**config.mk**
```make
export PLATFORM = sky130hd
export DESIGN_NAME = detector_word_stream_hit_unpacker_top
export DESIGN_NICKNAME = d
export VERILOG_FILES = /design/src/hwu_pkg.sv /design/src/hwu_parse.sv /design/src/hwu_out.sv /design/src/detector_word_stream_hit_unpacker_top.sv
export SDC_FILE = /design/constraint.sdc
export NUM_CORES = 1
export LEC_CHECK = 0
export BUFFER_PORTS_ARGS = -buffer_cell sky130_fd_sc_hd__buf_2
export CORE_MARGIN = 2
export CORE_UTILIZATION = 44
export DETAILED_ROUTE_END_ITERATION = 10
export HOLD_SLACK_MARGIN = 0.05
export PLACE_DENSITY = 0.69
export SYNTH_ARGS = -nofsm -noshare
export SYNTH_HDL_FRONTEND = slang
export SYNTH_SLANG_ARGS = --single-unit
```
**constraint.sdc**
```tcl
create_clock -name clk -period 6.1 [get_ports clk]
set_input_delay 0.915 -clock clk [delete_from_list [all_inputs] [get_ports clk]]
set_output_delay 0.915 -clock clk [all_outputs]
set_load 0.01 [all_outputs]
```
**src/hwu_pkg.sv**
```systemverilog
// shared types and constants of the hit word unpacker
package hwu_pkg;

    localparam int WordW      = 32;
    localparam int TagW       = 8;
    localparam int StrideW    = 12;
    localparam int IdW        = 8;
    localparam int ChannelW   = 20;
    localparam int EnergyW    = 16;
    localparam int StampW     = 64;
    localparam int CountW     = 32;
    localparam int SkipW      = 30;
    localparam int RecWordW   = 4;
    localparam int CfgDataW   = 12;
    localparam int OutDataW   = 136;

    localparam logic [WordW-1:0]    FILL_MASK    = 32'hfff0_0000;
    localparam logic [WordW-1:0]    FILL_MARK    = 32'hadd0_0000;
    localparam logic [IdW-1:0]      SKIP_SUBMEM  = 8'hff;
    localparam logic [RecWordW-1:0] REC_TS_LOW   = 4'd2;
    localparam logic [RecWordW-1:0] REC_TS_HIGH  = 4'd3;
    localparam logic [RecWordW-1:0] REC_ENERGY   = 4'd8;
    localparam logic [RecWordW-1:0] REC_LAST     = 4'd10;
    localparam logic [TagW-1:0]     TAG_RESET    = 8'h34;
    localparam logic [StrideW-1:0]  STRIDE_RESET = 12'd1500;
    localparam logic [CountW-1:0]   COUNT_MAX    = 32'hffff_ffff;

    // configuration register indexes
    typedef enum logic [0:0] {
        REG_HEADER_TAG    = 1'b0,
        REG_MODULE_STRIDE = 1'b1
    } cfg_index_t;

    // parse phases, one-hot
    typedef enum logic [4:0] {
        PH_HEADER  = 5'b00001,
        PH_SIZE    = 5'b00010,
        PH_SKIP    = 5'b00100,
        PH_RECORD  = 5'b01000,
        PH_STOPPED = 5'b10000
    } phase_t;

    typedef struct packed {
        logic [TagW-1:0]    header_tag;
        logic [StrideW-1:0] module_stride;
    } cfg_t;

    typedef struct packed {
        logic                hit;
        logic [ChannelW-1:0] channel;
        logic [EnergyW-1:0]  energy;
        logic [StampW-1:0]   timestamp;
        logic [CountW-1:0]   hit_index;
    } hit_t;

endpackage

```
**src/hwu_parse.sv**
```systemverilog
// parse state machine and hit assembly for one buffer word
module hwu_parse
(
    input  logic                          clk,
    input  logic                          rst_n,
    input  logic                          step,
    input  logic [hwu_pkg::WordW-1:0]     word,
    input  logic                          last_word,
    input  hwu_pkg::cfg_t                 cfg,
    output hwu_pkg::hit_t                 result
);

    hwu_pkg::phase_t                   phase_reg, phase_next;
    logic [hwu_pkg::RecWordW-1:0]      rec_reg, rec_next;
    logic [hwu_pkg::SkipW-1:0]         skip_reg, skip_next;
    logic [hwu_pkg::IdW-1:0]           module_reg, module_next;
    logic [hwu_pkg::IdW-1:0]           submem_reg, submem_next;
    logic [hwu_pkg::EnergyW-1:0]       energy_reg, energy_next;
    logic [hwu_pkg::StampW-1:0]        stamp_reg, stamp_next;
    logic [hwu_pkg::CountW-1:0]        count_reg, count_next;
    logic [hwu_pkg::ChannelW-1:0]      product;
    logic [hwu_pkg::SkipW-1:0]         skip_dec;
    logic                              emit;

    // 8 x 12 product stays below 2**20, so does the sum with the sub-memory id
    assign product  = hwu_pkg::ChannelW'(module_reg * cfg.module_stride);
    assign skip_dec = skip_reg - hwu_pkg::SkipW'(1);

    always_comb
    begin
        phase_next  = phase_reg;
        rec_next    = rec_reg;
        skip_next   = skip_reg;
        module_next = module_reg;
        submem_next = submem_reg;
        energy_next = energy_reg;
        stamp_next  = stamp_reg;
        count_next  = count_reg;
        emit        = 1'b0;

        unique case (phase_reg)
            hwu_pkg::PH_HEADER:
            begin
                if ((word & hwu_pkg::FILL_MASK) != hwu_pkg::FILL_MARK)
                begin
                    module_next = word[23:16];
                    submem_next = word[31:24];
                    phase_next  = (word[7:0] == cfg.header_tag) ? hwu_pkg::PH_SIZE
                                                                : hwu_pkg::PH_STOPPED;
                end
            end
            hwu_pkg::PH_SIZE:
            begin
                if (word == '0)
                begin
                    phase_next = hwu_pkg::PH_STOPPED;
                end
                else if (submem_reg == hwu_pkg::SKIP_SUBMEM)
                begin
                    skip_next  = word[31:2];
                    phase_next = (word[31:2] != '0) ? hwu_pkg::PH_SKIP : hwu_pkg::PH_HEADER;
                end
                else
                begin
                    rec_next   = '0;
                    phase_next = hwu_pkg::PH_RECORD;
                end
            end
            hwu_pkg::PH_SKIP:
            begin
                skip_next = skip_dec;
                if (skip_dec == '0)
                begin
                    phase_next = hwu_pkg::PH_HEADER;
                end
            end
            hwu_pkg::PH_RECORD:
            begin
                if (rec_reg == hwu_pkg::REC_TS_LOW)
                begin
                    stamp_next[31:0] = word;
                end
                else if (rec_reg == hwu_pkg::REC_TS_HIGH)
                begin
                    stamp_next[63:32] = word;
                end
                else if (rec_reg == hwu_pkg::REC_ENERGY)
                begin
                    energy_next = word[15:0];
                end
                if (rec_reg >= hwu_pkg::REC_LAST)
                begin
                    emit       = 1'b1;
                    rec_next   = '0;
                    phase_next = hwu_pkg::PH_HEADER;
                    if (count_reg != hwu_pkg::COUNT_MAX)
                    begin
                        count_next = count_reg + hwu_pkg::CountW'(1);
                    end
                end
                else
                begin
                    rec_next = rec_reg + hwu_pkg::RecWordW'(1);
                end
            end
            hwu_pkg::PH_STOPPED:
            begin
                phase_next = hwu_pkg::PH_STOPPED;
            end
            default:
            begin
                phase_next = hwu_pkg::PH_STOPPED;
            end
        endcase

        // buffer end restarts header search and clears the stop
        if (last_word)
        begin
            phase_next = hwu_pkg::PH_HEADER;
            rec_next   = '0;
            skip_next  = '0;
        end
    end

    assign result.hit       = emit;
    assign result.channel   = product + hwu_pkg::ChannelW'(submem_reg);
    assign result.energy    = energy_reg;
    assign result.timestamp = stamp_reg;
    assign result.hit_index = count_reg;

    always_ff @(posedge clk or negedge rst_n)
    begin
        if (!rst_n)
        begin
            phase_reg  <= hwu_pkg::PH_HEADER;
            rec_reg    <= '0;
            skip_reg   <= '0;
            module_reg <= '0;
            submem_reg <= '0;
            energy_reg <= '0;
            stamp_reg  <= '0;
            count_reg  <= '0;
        end
        else if (step)
        begin
            phase_reg  <= phase_next;
            rec_reg    <= rec_next;
            skip_reg   <= skip_next;
            module_reg <= module_next;
            submem_reg <= submem_next;
            energy_reg <= energy_next;
            stamp_reg  <= stamp_next;
            count_reg  <= count_next;
        end
    end

endmodule

```
**src/hwu_out.sv**
```systemverilog
// result register holding one hit until the downstream side takes it
module hwu_out
(
    input  logic                            clk,
    input  logic                            rst_n,
    input  logic                            load,
    input  hwu_pkg::hit_t                   result,
    input  logic                            m_tready,
    output logic                            m_tvalid,
    output logic [hwu_pkg::OutDataW-1:0]    m_tdata
);

    localparam int FieldW = hwu_pkg::ChannelW + hwu_pkg::EnergyW
                          + hwu_pkg::StampW + hwu_pkg::CountW;

    logic                               valid_reg, valid_next;
    logic [hwu_pkg::OutDataW-1:0]       data_reg, data_next;

    always_comb
    begin
        valid_next = valid_reg;
        data_next  = data_reg;
        if (load)
        begin
            valid_next = result.hit;
            data_next  = {(hwu_pkg::OutDataW - FieldW)'(0), result.hit_index,
                          result.timestamp, result.energy, result.channel};
        end
        else if (m_tready)
        begin
            valid_next = 1'b0;
        end
    end

    always_ff @(posedge clk or negedge rst_n)
    begin
        if (!rst_n)
        begin
            valid_reg <= 1'b0;
        end
        else
        begin
            valid_reg <= valid_next;
        end
    end

    always_ff @(posedge clk)
    begin
        data_reg <= data_next;
    end

    assign m_tvalid = valid_reg;
    assign m_tdata  = data_reg;

endmodule

```
**src/detector_word_stream_hit_unpacker_top.sv**
```systemverilog
// top level of the detector word stream hit unpacker
//
// channel   | direction | handshake           | payload
// ----------+-----------+---------------------+-----------------------------------
// s_axis    | in        | s_tvalid / s_tready | s_tdata = word, s_tlast = last_word
// m_axis    | out       | m_tvalid / m_tready | m_tdata = channel, energy, timestamp,
//           |           |                     |           hit_index
// cfg       | in        | cfg_valid/cfg_ready | cfg_index, cfg_data
//
// one word per cycle sustained while m_tready stays high; a taken word is parsed
// from the input register and its hit, if any, is loaded into the result register
// the parse state updates only when the word moves from the input register to
// the result register, so stalls on m_tready leave it untouched
// while a hit waits in the result register the input register holds at most one
// word, and once it holds one s_tready stays low until the hit is taken
// reset clears parse state, hit counter and valid flags; registers go to
// header_tag 0x34 and module_stride 1500
module detector_word_stream_hit_unpacker_top
(
    input  logic                            clk,
    input  logic                            rst_n,
    // input word stream
    input  logic                            s_tvalid,
    output logic                            s_tready,
    input  logic [hwu_pkg::WordW-1:0]       s_tdata,   // [31:0] word
    input  logic                            s_tlast,   // last_word
    // hit stream
    output logic                            m_tvalid,
    input  logic                            m_tready,
    output logic [hwu_pkg::OutDataW-1:0]    m_tdata,   // [19:0] channel, [35:20] energy,
                                                       // [99:36] timestamp,
                                                       // [131:100] hit_index, rest zero
    // register writes
    input  logic                            cfg_valid,
    output logic                            cfg_ready,
    input  hwu_pkg::cfg_index_t             cfg_index,
    input  logic [hwu_pkg::CfgDataW-1:0]    cfg_data
);

    logic                               in_valid_reg, in_valid_next;
    logic [hwu_pkg::WordW-1:0]          in_word_reg;
    logic                               in_last_reg;
    logic                               s_accept;
    logic                               advance;
    hwu_pkg::cfg_t                      cfg_reg, cfg_next;
    hwu_pkg::hit_t                      result;

    // configuration registers, always writable
    assign cfg_ready = 1'b1;

    always_comb
    begin
        cfg_next = cfg_reg;
        if (cfg_valid)
        begin
            unique case (cfg_index)
                hwu_pkg::REG_HEADER_TAG:
                begin
                    cfg_next.header_tag = cfg_data[hwu_pkg::TagW-1:0];
                end
                hwu_pkg::REG_MODULE_STRIDE:
                begin
                    cfg_next.module_stride = cfg_data[hwu_pkg::StrideW-1:0];
                end
                default:
                begin
                    cfg_next = cfg_reg;
                end
            endcase
        end
    end

    always_ff @(posedge clk or negedge rst_n)
    begin
        if (!rst_n)
        begin
            cfg_reg.header_tag    <= hwu_pkg::TAG_RESET;
            cfg_reg.module_stride <= hwu_pkg::STRIDE_RESET;
        end
        else
        begin
            cfg_reg <= cfg_next;
        end
    end

    // word moves on when the result register is empty or being drained
    assign advance  = in_valid_reg && (!m_tvalid || m_tready);
    assign s_tready = !in_valid_reg || advance;
    assign s_accept = s_tvalid && s_tready;

    always_comb
    begin
        if (s_accept)
        begin
            in_valid_next = 1'b1;
        end
        else if (advance)
        begin
            in_valid_next = 1'b0;
        end
        else
        begin
            in_valid_next = in_valid_reg;
        end
    end

    always_ff @(posedge clk or negedge rst_n)
    begin
        if (!rst_n)
        begin
            in_valid_reg <= 1'b0;
        end
        else
        begin
            in_valid_reg <= in_valid_next;
        end
    end

    // input payload, no reset needed
    always_ff @(posedge clk)
    begin
        if (s_accept)
        begin
            in_word_reg <= s_tdata;
            in_last_reg <= s_tlast;
        end
    end

    hwu_parse u_parse
    (
        .clk       (clk),
        .rst_n     (rst_n),
        .step      (advance),
        .word      (in_word_reg),
        .last_word (in_last_reg),
        .cfg       (cfg_reg),
        .result    (result)
    );

    hwu_out u_out
    (
        .clk      (clk),
        .rst_n    (rst_n),
        .load     (advance),
        .result   (result),
        .m_tready (m_tready),
        .m_tvalid (m_tvalid),
        .m_tdata  (m_tdata)
    );

endmodule

```
### Word-level counts from Yosys, hierarchy flattened

Cells that the tools add are included.

| word-level totals | value |
|---|---|
| input port bits | 51 |
| word-level logic and storage cells | 89 |
| output and inout port bits | 139 |
| flip-flop bits (word level) | 354 |

| operators by class | value |
|---|---|
| eq/ne operators | 17 |
| mux-type cells | 24 |
| bitwise logic cells | 3 |
| $lt $le $gt $ge | 1 |
| $add $sub $neg | 4 |
| multipliers | 1 |
| reduce and logical (&&, ||, !) cells | 23 |

Operators by type and width:

| cell | number |
|---|---|
| $mux W30 | 3 |
| $pmux W30 S2 | 1 |
| $mux W5 | 7 |
| $add A32 B1 Y32 const B | 1 |
| $logic_not A32 Y1 | 1 |
| $ne A32 B32 Y1 const B | 1 |
| $logic_not A30 Y1 | 1 |
| $reduce_bool A30 Y1 | 1 |
| $sub A30 B1 Y30 const B | 1 |
| $add A20 B8 Y20 | 1 |
| $mul A8 B12 Y20 | 1 |
| $pmux W5 S4 | 1 |
| $reduce_and A4 Y1 | 5 |
| $mux W4 | 4 |
| $ne A12 B12 Y1 const B | 1 |
| $ne A3 B2 Y1 const B | 4 |
| $eq A4 B2 Y1 const B | 2 |
| $eq A8 B8 Y1 | 1 |
| $eq A8 B8 Y1 const B | 1 |
| $pmux W4 S2 | 1 |
| $mux W1 | 6 |
| $ne A3 B3 Y1 const B | 2 |
| $reduce_and A3 Y1 | 2 |
| $reduce_bool A3 Y1 | 2 |
| other kinds (15) | 22 |

### Longest topological paths before layout

Gate-level depths: netlist (run 1).

| logic depth | value |
|---|---|
| depth after elaboration | 6 |
| gate-level depth with buffers | 19 |
| mapped depth without buffers | 18 |

### Cells and area by module

Synthesis (run 1) repeated with hierarchy kept, for this count alone.

| unflattened totals | value |
|---|---|
| cell total of the unflattened synthesis | 1362 |
| area, all modules | 17115.2 µm² |

By module, submodules not included:

| module | instances | cells an instance | seq. area each (µm²) | area each (µm²) |
|---|---|---|---|---|
| hwu_parse | 1 | 1137 | 4180.3 | 11260.8 |
| hwu_out | 1 | 140 | 3988.8 | 4035.1 |
| detector_word_stream_hit_unpacker_top | 1 | 85 | 1529.0 | 1819.2 |

### Worst setup path after synthesis (run 1)

No wires, ideal clock.

| path | value |
|---|---|
| path kind | input port to flip-flop |
| start | in m_tready |
| end | reg u_parse.count_reg[15] (netlist name) |
| stages on the path | 9 |
| data required time | 6021 ps |
| setup slack | 437 ps |
| setup time | 79 ps |
| buffers on the path | 0 |
| data arrival time | 5583 ps |
| path through | nand2b_1 -> nand2_1 -> inv_1 -> nand4_1 -> o21bai_2 -> or2_2 -> nor2_2 -> and4_1 -> xor2_1 |

| between the ends | value |
|---|---|
| longest elaborated chain between the ends | 3 |

Ends and longest elaborated chain:

| item | line | text |
|---|---|---|
| from (decl) | detector_word_stream_hit_unpacker_top.sv:29 | `input logic m_tready,` |
| $logic_or A1 B1 Y1 | detector_word_stream_hit_unpacker_top.sv:87 | `assign advance = in_valid_reg && (!m_tvalid \|\| m_tready);` |
| $logic_and A1 B1 Y1 | detector_word_stream_hit_unpacker_top.sv:87 |  |
| named net advance | detector_word_stream_hit_unpacker_top.sv:44 | `logic advance;` |
| $reduce_and A4 Y1 (no source line) | - |  |
| to (signal assigned) | hwu_parse.sv:153 | `count_reg <= count_next;` |
| to (decl) | hwu_parse.sv:20 | `logic [hwu_pkg::CountW-1:0] count_reg, count_next;` |

The timed path passes the listed nets, and every way through them passes these cells.
A chain may end at the register's enable or synchronous reset.

==> results.json, run 1 <==
{
  "wl_per_cell_um": 18.3,
  "period_share_pct": 83.2,
  "clock_latency_ps": 570,
  "period_needed_ps": 5080,
  "finalHoldViolCount": 0,
  "drive_gt1_share_pct": 25.1,
  "clock_sinks": 354,
  "vias": 11300,
  "max-cap-violations": 0,
  "tightest_slew_ps": 1080,
  "cp.arrival_ps": 5370,
  "rows": 72,
  "dieHeight_um": 203,
  "die_x_um": 203,
  "ioPinCount": 190,
  "critPathKind": "flop to flop",
  "initial_utilization_pct": 44.9,
  "synth_ff_type": "dfrtp_1",
  "ys_seq_elements": 354,
  "finalInstanceArea_um2": 20400,
  "synth_area_per_cell_um2": 12.5,
  "setup-tns-final_ps": 0,
  "dpl-instance-area_um2": 18900,
  "r2r_slack_ps": 1020,
  "finalSetupViolCount": 0,
  "fill_cells": 3342,
  "dieArea_um2": 41300,
  "fin_nets": 1748,
  "power.leakage_nw": 9.30,
  "detailed_place_hpwl_um": 26500,
  "r2r-end": "u_out.m_tdata[17]",
  "gp_congestion": 0.844,
  "yosys.area.top_type": "edfxtp_1",
  "reg2reg_depth": 17,
  "postCtsHoldBufs": 0,
  "clockBufferDepth": 3,
  "ys_seq_area_share_pct": 55.6,
  "fp.coreArea_um2": 38900,
  "detail_route.first_pass.iterations": 5,
  "netlist_area_um2": 17500,
  "ys_warn_count": 0,
  "rsz0062_at_grt": "no",
  "p_per_area_nw_per_um2": 542,
  "yosysTopAreaCellShare_pct": 28.4,
  "hold_path.class": "input pin to async pin",
  "cts_tree": "built",
  "ir_worst_vdd_v": 0.000706,
  "synth.distinct_cells": 75,
  "post_cts_resized": 0,
  "grt_max_degree": 101,
  "drc": 0,
  "drv_slew": 0,
  "gr-total-overflow": 0,
  "cts_setup_buffers": 0,
  "h-tree-depth": 2,
  "cp-start-kind": "flop",
  "drt-initial-drc-count": 821,
  "vias_per_cell": 5.30,
  "root_buffer": "clkbuf_16",
  "wl_um": 38900,
  "timing.fmax_mhz": 197,
  "holdWs_ps": 411,
  "cts_buffers": 41,
  "antenna_found_initial": 2,
  "io_buffers": 184,
  "grt_pass1_vias": 11300,
  "grt_first_pass_wirelength_um": 62500,
  "slew_headroom_pct": 28.1,
  "syn_inst": 1393,
  "placed_cells": 2054,
  "synthArstFlopShare_pct": 53.4,
  "largest_reg_flops": 132,
  "stdcell_count": 2132,
  "setup.worst_path.end_class": "flop",
  "crit_required_ps": 6400,
  "synth_area_leaders": "edfxtp_1 (28%), dfrtp_1 (26%), fa_1 (7.8%)",
  "ant_nets": 0,
  "worstPathMaxFanout": 9,
  "status": "finished, final reports clean",
  "syn_to_final_growth_pct": 16.7,
  "rr_startpoint": "cfg_reg[3]",
  "cts.clk_slew.worst_paths_ps": 60,
  "gr-usage-all-layers_pct": 19.4,
  "fin_skew_ps": 27.0,
  "synth_edf_count": 165
}
## worst max-delay path by stage
| stage | slack, ps | endpoint | start |
|---|---|---|---|
| after floorplan | 440 | u_parse.count_reg[15] | m_tready |
| after CTS | 1010 | u_out.m_tdata[17] | cfg_reg[3] |
| after global placement | 1050 | u_out.m_tdata[17] | u_parse.module_reg[1] |
| after detailed placement | 1040 | u_out.m_tdata[17] | cfg_reg[3] |
| after global routing | 750 | u_out.m_tdata[17] | u_parse.module_reg[1] |
| final | 1020 | u_out.m_tdata[17] | cfg_reg[3] |
## critical path, stage by stage (launching register included)
cell and delay, ps:
dfstp_2 620, nand2_1 100, fa_1 510, inv_1 50
fa_1 450, ha_1 290, inv_1 50, fa_1 520
inv_1 60, fa_1 450, a21o_1 190, a21oi_1 210
nor2b_1 100, o41a_1 380, a211oi_1 320, or3_1 220
nor3_1 70, a211o_1 220
## per-layer routing
| metal | up-vias | part of all wire [%] | GRT usage, % |
|---|---|---|---|
| met3 | 56 | 7.0 | 3.96 |
| met2 | 367 | 46 | 30.4 |
| met1 | 5641 | 44 | 27.1 |
| li1 | 5241 | - | - |
| met4 | 0 | 2.3 | 6.18 |
| met5 | - | 0 | 0 |
## synth_stat cells, types with 15 or more instances
cell and count:
edfxtp_1 165, nor3_1 33, nand2_1 87, fa_1 68, xor2_1 28, and2_1 73
dfrtp_1 178, nor4_1 15, inv_1 125, a21oi_1 44, nor2_1 70, clkbuf_1 26
nand3_1 17, mux2_2 110, xnor2_1 29, ha_1 50, nand4_1 18, o21ai_0 64
## metrics by stage
stage	util [%]	power (mW)	setup WS (ps)
after detailed placement	48.5	8.48	1040
after global routing	52.3	12.0	750
after global placement	48.5	8.34	1050
after CTS	52.3	11.2	1010
final	52.3	11.0	1020
after floorplan	-	7.33	437
## area by class of cell
| type | instances | area, um2 | share of cell area (%) |
|---|---|---|---|
| Sequential cell | 354 | 9700 | 47.6 |
| Multi-Input combinational cell | 866 | 7060 | 34.7 |
| Clock buffer | 59 | 1210 | 5.93 |
| Timing Repair Buffer | 191 | 995 | 4.89 |
| Tap cell | 518 | 648 | 3.18 |
| Inverter | 125 | 474 | 2.33 |
| Clock inverter | 17 | 277 | 1.36 |
| Antenna cell | 2 | 5.00 | 0.0246 |
## where the power goes
group	total, mW	internal [mW]	leakage (nW)	switching, mW
clock network	2.65	1.65	0.720	1.01
registers	3.23	2.99	4.20	0.240
logic	5.16	2.29	4.38	2.87
## cell families after synthesis
| kind of cell | Yosys count | synth area share (%) |
|---|---|---|
| AND/OR/NAND/NOR | 395 | 12.6 |
| flip-flops | 354 | 55.6 |
| AO/OA/AOI/OAI | 180 | 6.23 |
| buffers and inverters | 176 | 4.17 |
| adder cells (fa/ha/maj) | 118 | 11.4 |
| multiplexers | 111 | 7.15 |
| XOR/XNOR | 57 | 2.86 |
| other | 2 | 0.0430 |
## cell usage in the layout (no fill, tap or decap), types with 9 or more instances in the layout
master / n
edfxtp_1: 165
nand4_1: 18
mux2_2: 110
o21ai_0: 64
nor2_1: 70
xnor2_1: 29
a21oi_1: 44
nand2_1: 87
dfstp_2: 11
or3_1: 13
buf_2: 183
and2_1: 71
clkbuf_16: 44
ha_1: 50
nor3_1: 32
nor4_1: 15
dfrtp_1: 178
inv_1: 124
clkbuf_1: 10
nand3b_1: 9
nand3_1: 17
xor2_1: 28
fa_1: 68
Note: power is estimated with default switching activity, not from simulation.
==> inputs of run 2 (changes only) <==
--- a/config.mk
+++ b/config.mk
@@ -10,7 +10,7 @@
 export CORE_UTILIZATION = 44
 export DETAILED_ROUTE_END_ITERATION = 10
 export HOLD_SLACK_MARGIN = 0.05
-export PLACE_DENSITY = 0.69
+export PLACE_DENSITY = 0.71
 export SYNTH_ARGS = -nofsm -noshare
 export SYNTH_HDL_FRONTEND = slang
 export SYNTH_SLANG_ARGS = --single-unit
==> constraint.sdc (replaced) <==
create_clock -name clk -period 4.4 [get_ports clk]
set_input_delay 0.66 -clock clk [delete_from_list [all_inputs] [get_ports clk]]
set_output_delay 0.66 -clock clk [all_outputs]
set_load 0.01 [all_outputs]
==> results.json, run 2 (synthesized netlist as in run 1, its figures left out) <==
{
  "status": "complete, but fails checks",
  "violations": "negative setup slack",
  "detailed_place_hpwl_um": 27400,
  "drt-initial-drc-count": 658,
  "p_comb_share_pct": 56.7,
  "fp.coreArea_um2": 38900,
  "placed_cells": 2104,
  "antenna_found_initial": 1,
  "dieHeight_um": 203,
  "cp-start-kind": "flop",
  "ant_nets": 0,
  "power.leakage_nw": 9.56,
  "gp_congestion": 0.868,
  "grt_max_degree": 97,
  "finalSetupViolCount": 8,
  "cp.arrival_ps": 5090,
  "slew_headroom_pct": 30.0,
  "drv_slew": 0,
  "io_buffers": 184,
  "hold_path.class": "input pin to async pin",
  "drc": 0,
  "gr-usage-all-layers_pct": 19.2,
  "setup.worst_path.end_class": "flop",
  "worstPathMaxFanout": 6,
  "setup_slack_ps": -398,
  "crit_required_ps": 4690,
  "cts_buffers": 39,
  "grt_pass1_vias": 11700,
  "grt_first_pass_wirelength_um": 62400,
  "period_share_pct": 109,
  "die_x_um": 203,
  "critPathKind": "flop to flop",
  "drive_gt1_share_pct": 30.8,
  "crit_end": "u_out.m_tdata[17]",
  "cp-startpoint": "cfg_reg[4]",
  "period_needed_ps": 4800,
  "fin_skew_ps": 26.4,
  "setup-tns-final_ps": -1580,
  "ir_worst_vdd_v": 0.00138,
  "final_common_cell": "buf_2",
  "clock_sinks": 354,
  "finalHoldViolCount": 0,
  "rsz0062_at_grt": "yes",
  "max-cap-violations": 0,
  "detail_route.first_pass.iterations": 5,
  "timing.fmax_mhz": 208,
  "final_cell_mix": "buf_2 (184), dfrtp_1 (175), edfxtp_1 (165)",
  "largest_reg_flops": 132,
  "h-tree-depth": 2,
  "clock_latency_ps": 560,
  "p_int_mw": 11.4,
  "tightest_slew_ps": 1050,
  "rows": 72,
  "ioPinCount": 190,
  "gr-total-overflow": 0,
  "r2r_slack_ps": -400,
  "fin_nets": 1808,
  "place_ws_ps": -325,
  "switchingPower_mw": 6.74,
  "root_buffer": "clkbuf_16",
  "vias_per_cell": 5.26,
  "postCtsHoldBufs": 0,
  "p_per_area_nw_per_um2": 865,
  "fill_cells": 3290,
  "cts_tree": "built",
  "seqPwrFrac_pct": 24.6,
  "p_total_mw": 18.1,
  "syn_to_final_growth_pct": 19.9,
  "swShare_pct": 37.3,
  "r2r-end": "u_out.m_tdata[17]",
  "dieArea_um2": 41300,
  "cts.clk_slew.worst_paths_ps": 60,
  "stdcell_count": 2189,
  "wl_per_cell_um": 18.0,
  "wl_um": 39500,
  "clkPwrFrac_pct": 18.7,
  "clockBufferDepth": 3,
  "rr_startpoint": "cfg_reg[4]",
  "initial_utilization_pct": 44.9,
  "vias": 11500,
  "reg2reg_depth": 16
}
==> run 2: cell count changes in the layout (fill, tap and decap cells not counted), sizes merged <==
cell	delta
buf	+62
bufinv	-3
clkbuf	-8
clkinv	+6
clkinvlp	+2
diode	-1
inv	-1
==> run 2: stage by stage <==
stage	cell area, um2	hold slack, ps	utilization [%]
global route	20900	223	53.8
global placement	19300	426	49.6
finish	20900	177	53.8
detailed placement	19300	430	49.6
CTS	20800	208	53.4
floorplan	17600	364	-
==> run 2: per-layer routing <==
| layer | track usage [%] | routed length, um |
|---|---|---|
| met1 | 25.2 | 16700 |
| met2 | 31.2 | 19100 |
| met3 | 4.04 | 2280 |
| met4 | 7.72 | 1330 |
| met5 | 0 | 0 |
==> run 2: area by class of cell <==
cell class	instances	area, um2	share of cell area (%)
inverters	125	473	2.26
flip-flops and latches	354	9700	46.4
well taps	518	648	3.10
clock buffers	51	1130	5.42
repair buffers	253	1480	7.06
clock inverters	21	219	1.05
multi-input cells	866	7270	34.7
diodes	1	2.50	0.0120
==> run 2: timing repair <==
| item | 4_1_cts | 5_1_grt |
|---|---|---|
| endpoints found under the setup margin | 8 | 9 |
| pin swaps | 5 | 15 |
| buffers inserted | 5 | 8 |
| gates resized for setup | 19 | 19 |
| endpoints found under the hold margin | 0 | 0 |
==> run 2: worst max-delay path: stages (launching register included) <==
cell and delay [ps]:
dfstp_2 600, buf_6 120, and2_4 130, fa_1 430
fa_1 540, fa_1 540, inv_2 40, fa_1 520
inv_1 70, ha_4 270, nor3_1 40, nor2_1 100
o41a_1 210, a211oi_2 110, or3_4 400, buf_4 150
a211o_1 250
==> run 2: how the worst min path moves through the flow <==
| stage | end | slack [ps] | from | cells after the start |
|---|---|---|---|---|
| after global routing | u_parse.count_reg[25] | 220 | rst_n | 1 |
| after CTS | u_parse.count_reg[25] | 210 | rst_n | 1 |
| after detailed placement | u_out.m_tdata[47] | 430 | u_parse.stamp_reg[11] | 0 |
| after floorplan | cfg_reg[0] | 360 | rst_n | 0 |
| final | u_parse.count_reg[25] | 180 | rst_n | 1 |
| after global placement | u_out.m_tdata[55] | 430 | u_parse.stamp_reg[19] | 0 |
==> run 2: power by group through the flow <==
stage          registers, mW  clock network (mW)  logic, mW
6_report                4.45                3.38       10.3
5_1_grt                 4.49                3.59       11.5
4_1_cts                 4.45                3.47       9.36
3_5_place_dp            4.52                   0       8.81
3_3_place_gp            4.50                   0       8.62
2_1_floorplan           4.43                   0       6.09
==> inputs of run 3 (changes only) <==
--- a/config.mk
+++ b/config.mk
@@ -6,7 +6,8 @@
 export NUM_CORES = 1
 export LEC_CHECK = 0
 export BUFFER_PORTS_ARGS = -buffer_cell sky130_fd_sc_hd__buf_2
-export CORE_MARGIN = 2
+export CORE_ASPECT_RATIO = 0.6
+export CORE_MARGIN = 4
 export CORE_UTILIZATION = 44
 export DETAILED_ROUTE_END_ITERATION = 10
 export HOLD_SLACK_MARGIN = 0.05
==> results.json, run 3 (synthesized netlist as in run 1, its figures left out) <==
{
  "antenna_found_initial": 2,
  "drv_slew": 0,
  "largest_reg_flops": 132,
  "final_cell_mix": "buf_2 (184), dfrtp_1 (169), edfxtp_1 (165)",
  "critPathMostFrequentCell": "fa_1",
  "path_cells": "nand2_2 -> fa_1 -> inv_2 -> fa_1 -> ha_1 -> inv_1 -> fa_1 -> inv_2 -> fa_2 -> a21o_1 -> a21oi_2 -> nor2b_2 -> o41a_1 -> a211oi_4 -> or3_4 -> nor3_2 -> a211o_1",
  "postCtsHoldBufs": 0,
  "period_needed_ps": 4870,
  "dieHeight_um": 162,
  "stdcell_count": 2197,
  "setup-tns-final_ps": -1630,
  "gp_congestion": 0.931,
  "cts.clk_slew.worst_paths_ps": 60,
  "vias": 11800,
  "fin_util_pct": 53.9,
  "worstPathMaxFanout": 6,
  "cp-start-kind": "flop",
  "fin_nets": 1816,
  "setup_slack_ps": -475,
  "clock_latency_ps": 530,
  "status": "complete, but fails checks",
  "detail_route.first_pass.iterations": 5,
  "initial_utilization_pct": 44.6,
  "finalSetupViolCount": 7,
  "ioPinCount": 190,
  "clock_sinks": 354,
  "tightest_slew_ps": 1170,
  "cp.arrival_ps": 5140,
  "cp-startpoint": "cfg_reg[3]",
  "cts_tree": "built",
  "die_x_um": 265,
  "dieArea_um2": 43000,
  "ant_nets": 0,
  "root_buffer": "clkbuf_16",
  "vias_per_cell": 5.38,
  "max-cap-violations": 0,
  "io_buffers": 184,
  "gr-usage-all-layers_pct": 19.7,
  "syn_to_final_growth_pct": 20.7,
  "hold_path.class": "input pin to async pin",
  "h-tree-depth": 2,
  "drive_gt1_share_pct": 32.2,
  "gr-total-overflow": 0,
  "slowest_delay_ps": 640,
  "dpl-instance-area_um2": 19400,
  "antenna_cells": 0,
  "placed_cells": 2114,
  "critPathKind": "flop to flop",
  "fin_skew_ps": 16.8,
  "fp.coreArea_um2": 39100,
  "reg2reg_depth": 17,
  "setup.worst_path.end_class": "flop",
  "finalHoldViolCount": 0,
  "r2r_slack_ps": -470,
  "final_common_cell": "buf_2",
  "place_ws_ps": -477,
  "drt-initial-drc-count": 980,
  "rows": 56,
  "detailed_place_hpwl_um": 30100,
  "wl_um": 43100,
  "p_per_area_nw_per_um2": 899,
  "power.leakage_nw": 9.57,
  "rr_startpoint": "cfg_reg[3]",
  "crit_end": "u_out.m_tdata[17]",
  "grt_pass1_vias": 11700,
  "rsz0062_at_grt": "yes",
  "wl_per_cell_um": 19.6,
  "clockBufferDepth": 3,
  "violations": "negative setup slack",
  "crit_required_ps": 4670,
  "finalInstanceArea_um2": 21100,
  "slew_headroom_pct": 22.1,
  "ir_worst_vdd_v": 0.00135,
  "cpMaxStageDelayCell": "dfstp_2",
  "grt_max_degree": 134,
  "cts_buffers": 37,
  "r2r-end": "u_out.m_tdata[17]",
  "timing.fmax_mhz": 205,
  "drc": 0,
  "period_share_pct": 111,
  "grt_first_pass_wirelength_um": 67000
}
## run 3: cell count changes in the layout (fill, tap and decap cells not counted), moves of 3 or more
cell | previous run | this run
nand2_1 | 82 | 79
dfrtp_1 | 175 | 169
inv_1 | 119 | 116
nand2_2 | 6 | 9
buf_6 | 5 | 10
inv_2 | 5 | 8
dfrtp_2 | 3 | 9
ha_1 | 42 | 38
clkbuf_8 | 8 | 2
buf_4 | 62 | 65
## run 3: worst min path at each step
stage                                     start               endpoint  slack (ps)  cells after the start
after floorplan                           rst_n             cfg_reg[0]         360                      0
after global placement    u_parse.energy_reg[4]      u_out.m_tdata[24]         430                      0
after detailed placement   u_parse.stamp_reg[6]      u_out.m_tdata[42]         430                      0
after CTS                                 rst_n  u_parse.stamp_reg[22]         160                      1
after global routing                      rst_n  u_parse.stamp_reg[56]         170                      1
final                                     rst_n  u_parse.stamp_reg[56]         120                      1
## run 3: stage by stage
| stage | hold slack (ps) | power (mW) |
|---|---|---|
| global route | 171 | 20.5 |
| finish | 123 | 18.9 |
| CTS | 157 | 18.0 |
| detailed placement | 430 | 13.4 |
| global placement | 425 | 13.2 |
| floorplan | 364 | 10.5 |
## run 3: layer usage
| layer | GRT usage [%] | routed length [um] | vias up |
|---|---|---|---|
| met3 | 4.47 | 3290 | 62 |
| met5 | 0 | 20 | - |
| li1 | - | - | 5369 |
| met1 | 31.5 | 21000 | 5946 |
| met4 | 4.92 | 952 | 4 |
| met2 | 27.1 | 17800 | 434 |
## run 3: final cells by class
class / instances / area [um2]
multi-input cells: 866 / 7370
fillers: 3308 / 18000
clock inverters: 22 / 235
flip-flops and latches: 354 / 9710
repair buffers: 263 / 1600
inverters: 125 / 473
well taps: 522 / 653
clock buffers: 45 / 1030
## run 3: where the power goes
group	internal (mW)	switching, mW	total [mW]	leakage (nW)
registers	4.15	0.311	4.46	4.20
clock network	1.92	1.32	3.24	0.622
logic	5.58	5.66	11.2	4.76
total	11.7	7.29	18.9	9.57
## run 3: what timing repair did
item                                    4_1_cts  5_1_grt
endpoints found under the setup margin        8        8
gates resized for setup                      43       29
setup buffers                                13        5
pin swaps                                    28       24
## run 3: worst max-delay path: cells and delay by family (launching register included)
kind                       cells  cell delay, ps
adders and majority gates      5            2080
AOI/OAI and AO/OA              5            1370
DFF                            1             640
and+or+nand+nor                4             390
buffers and inverters          3             130
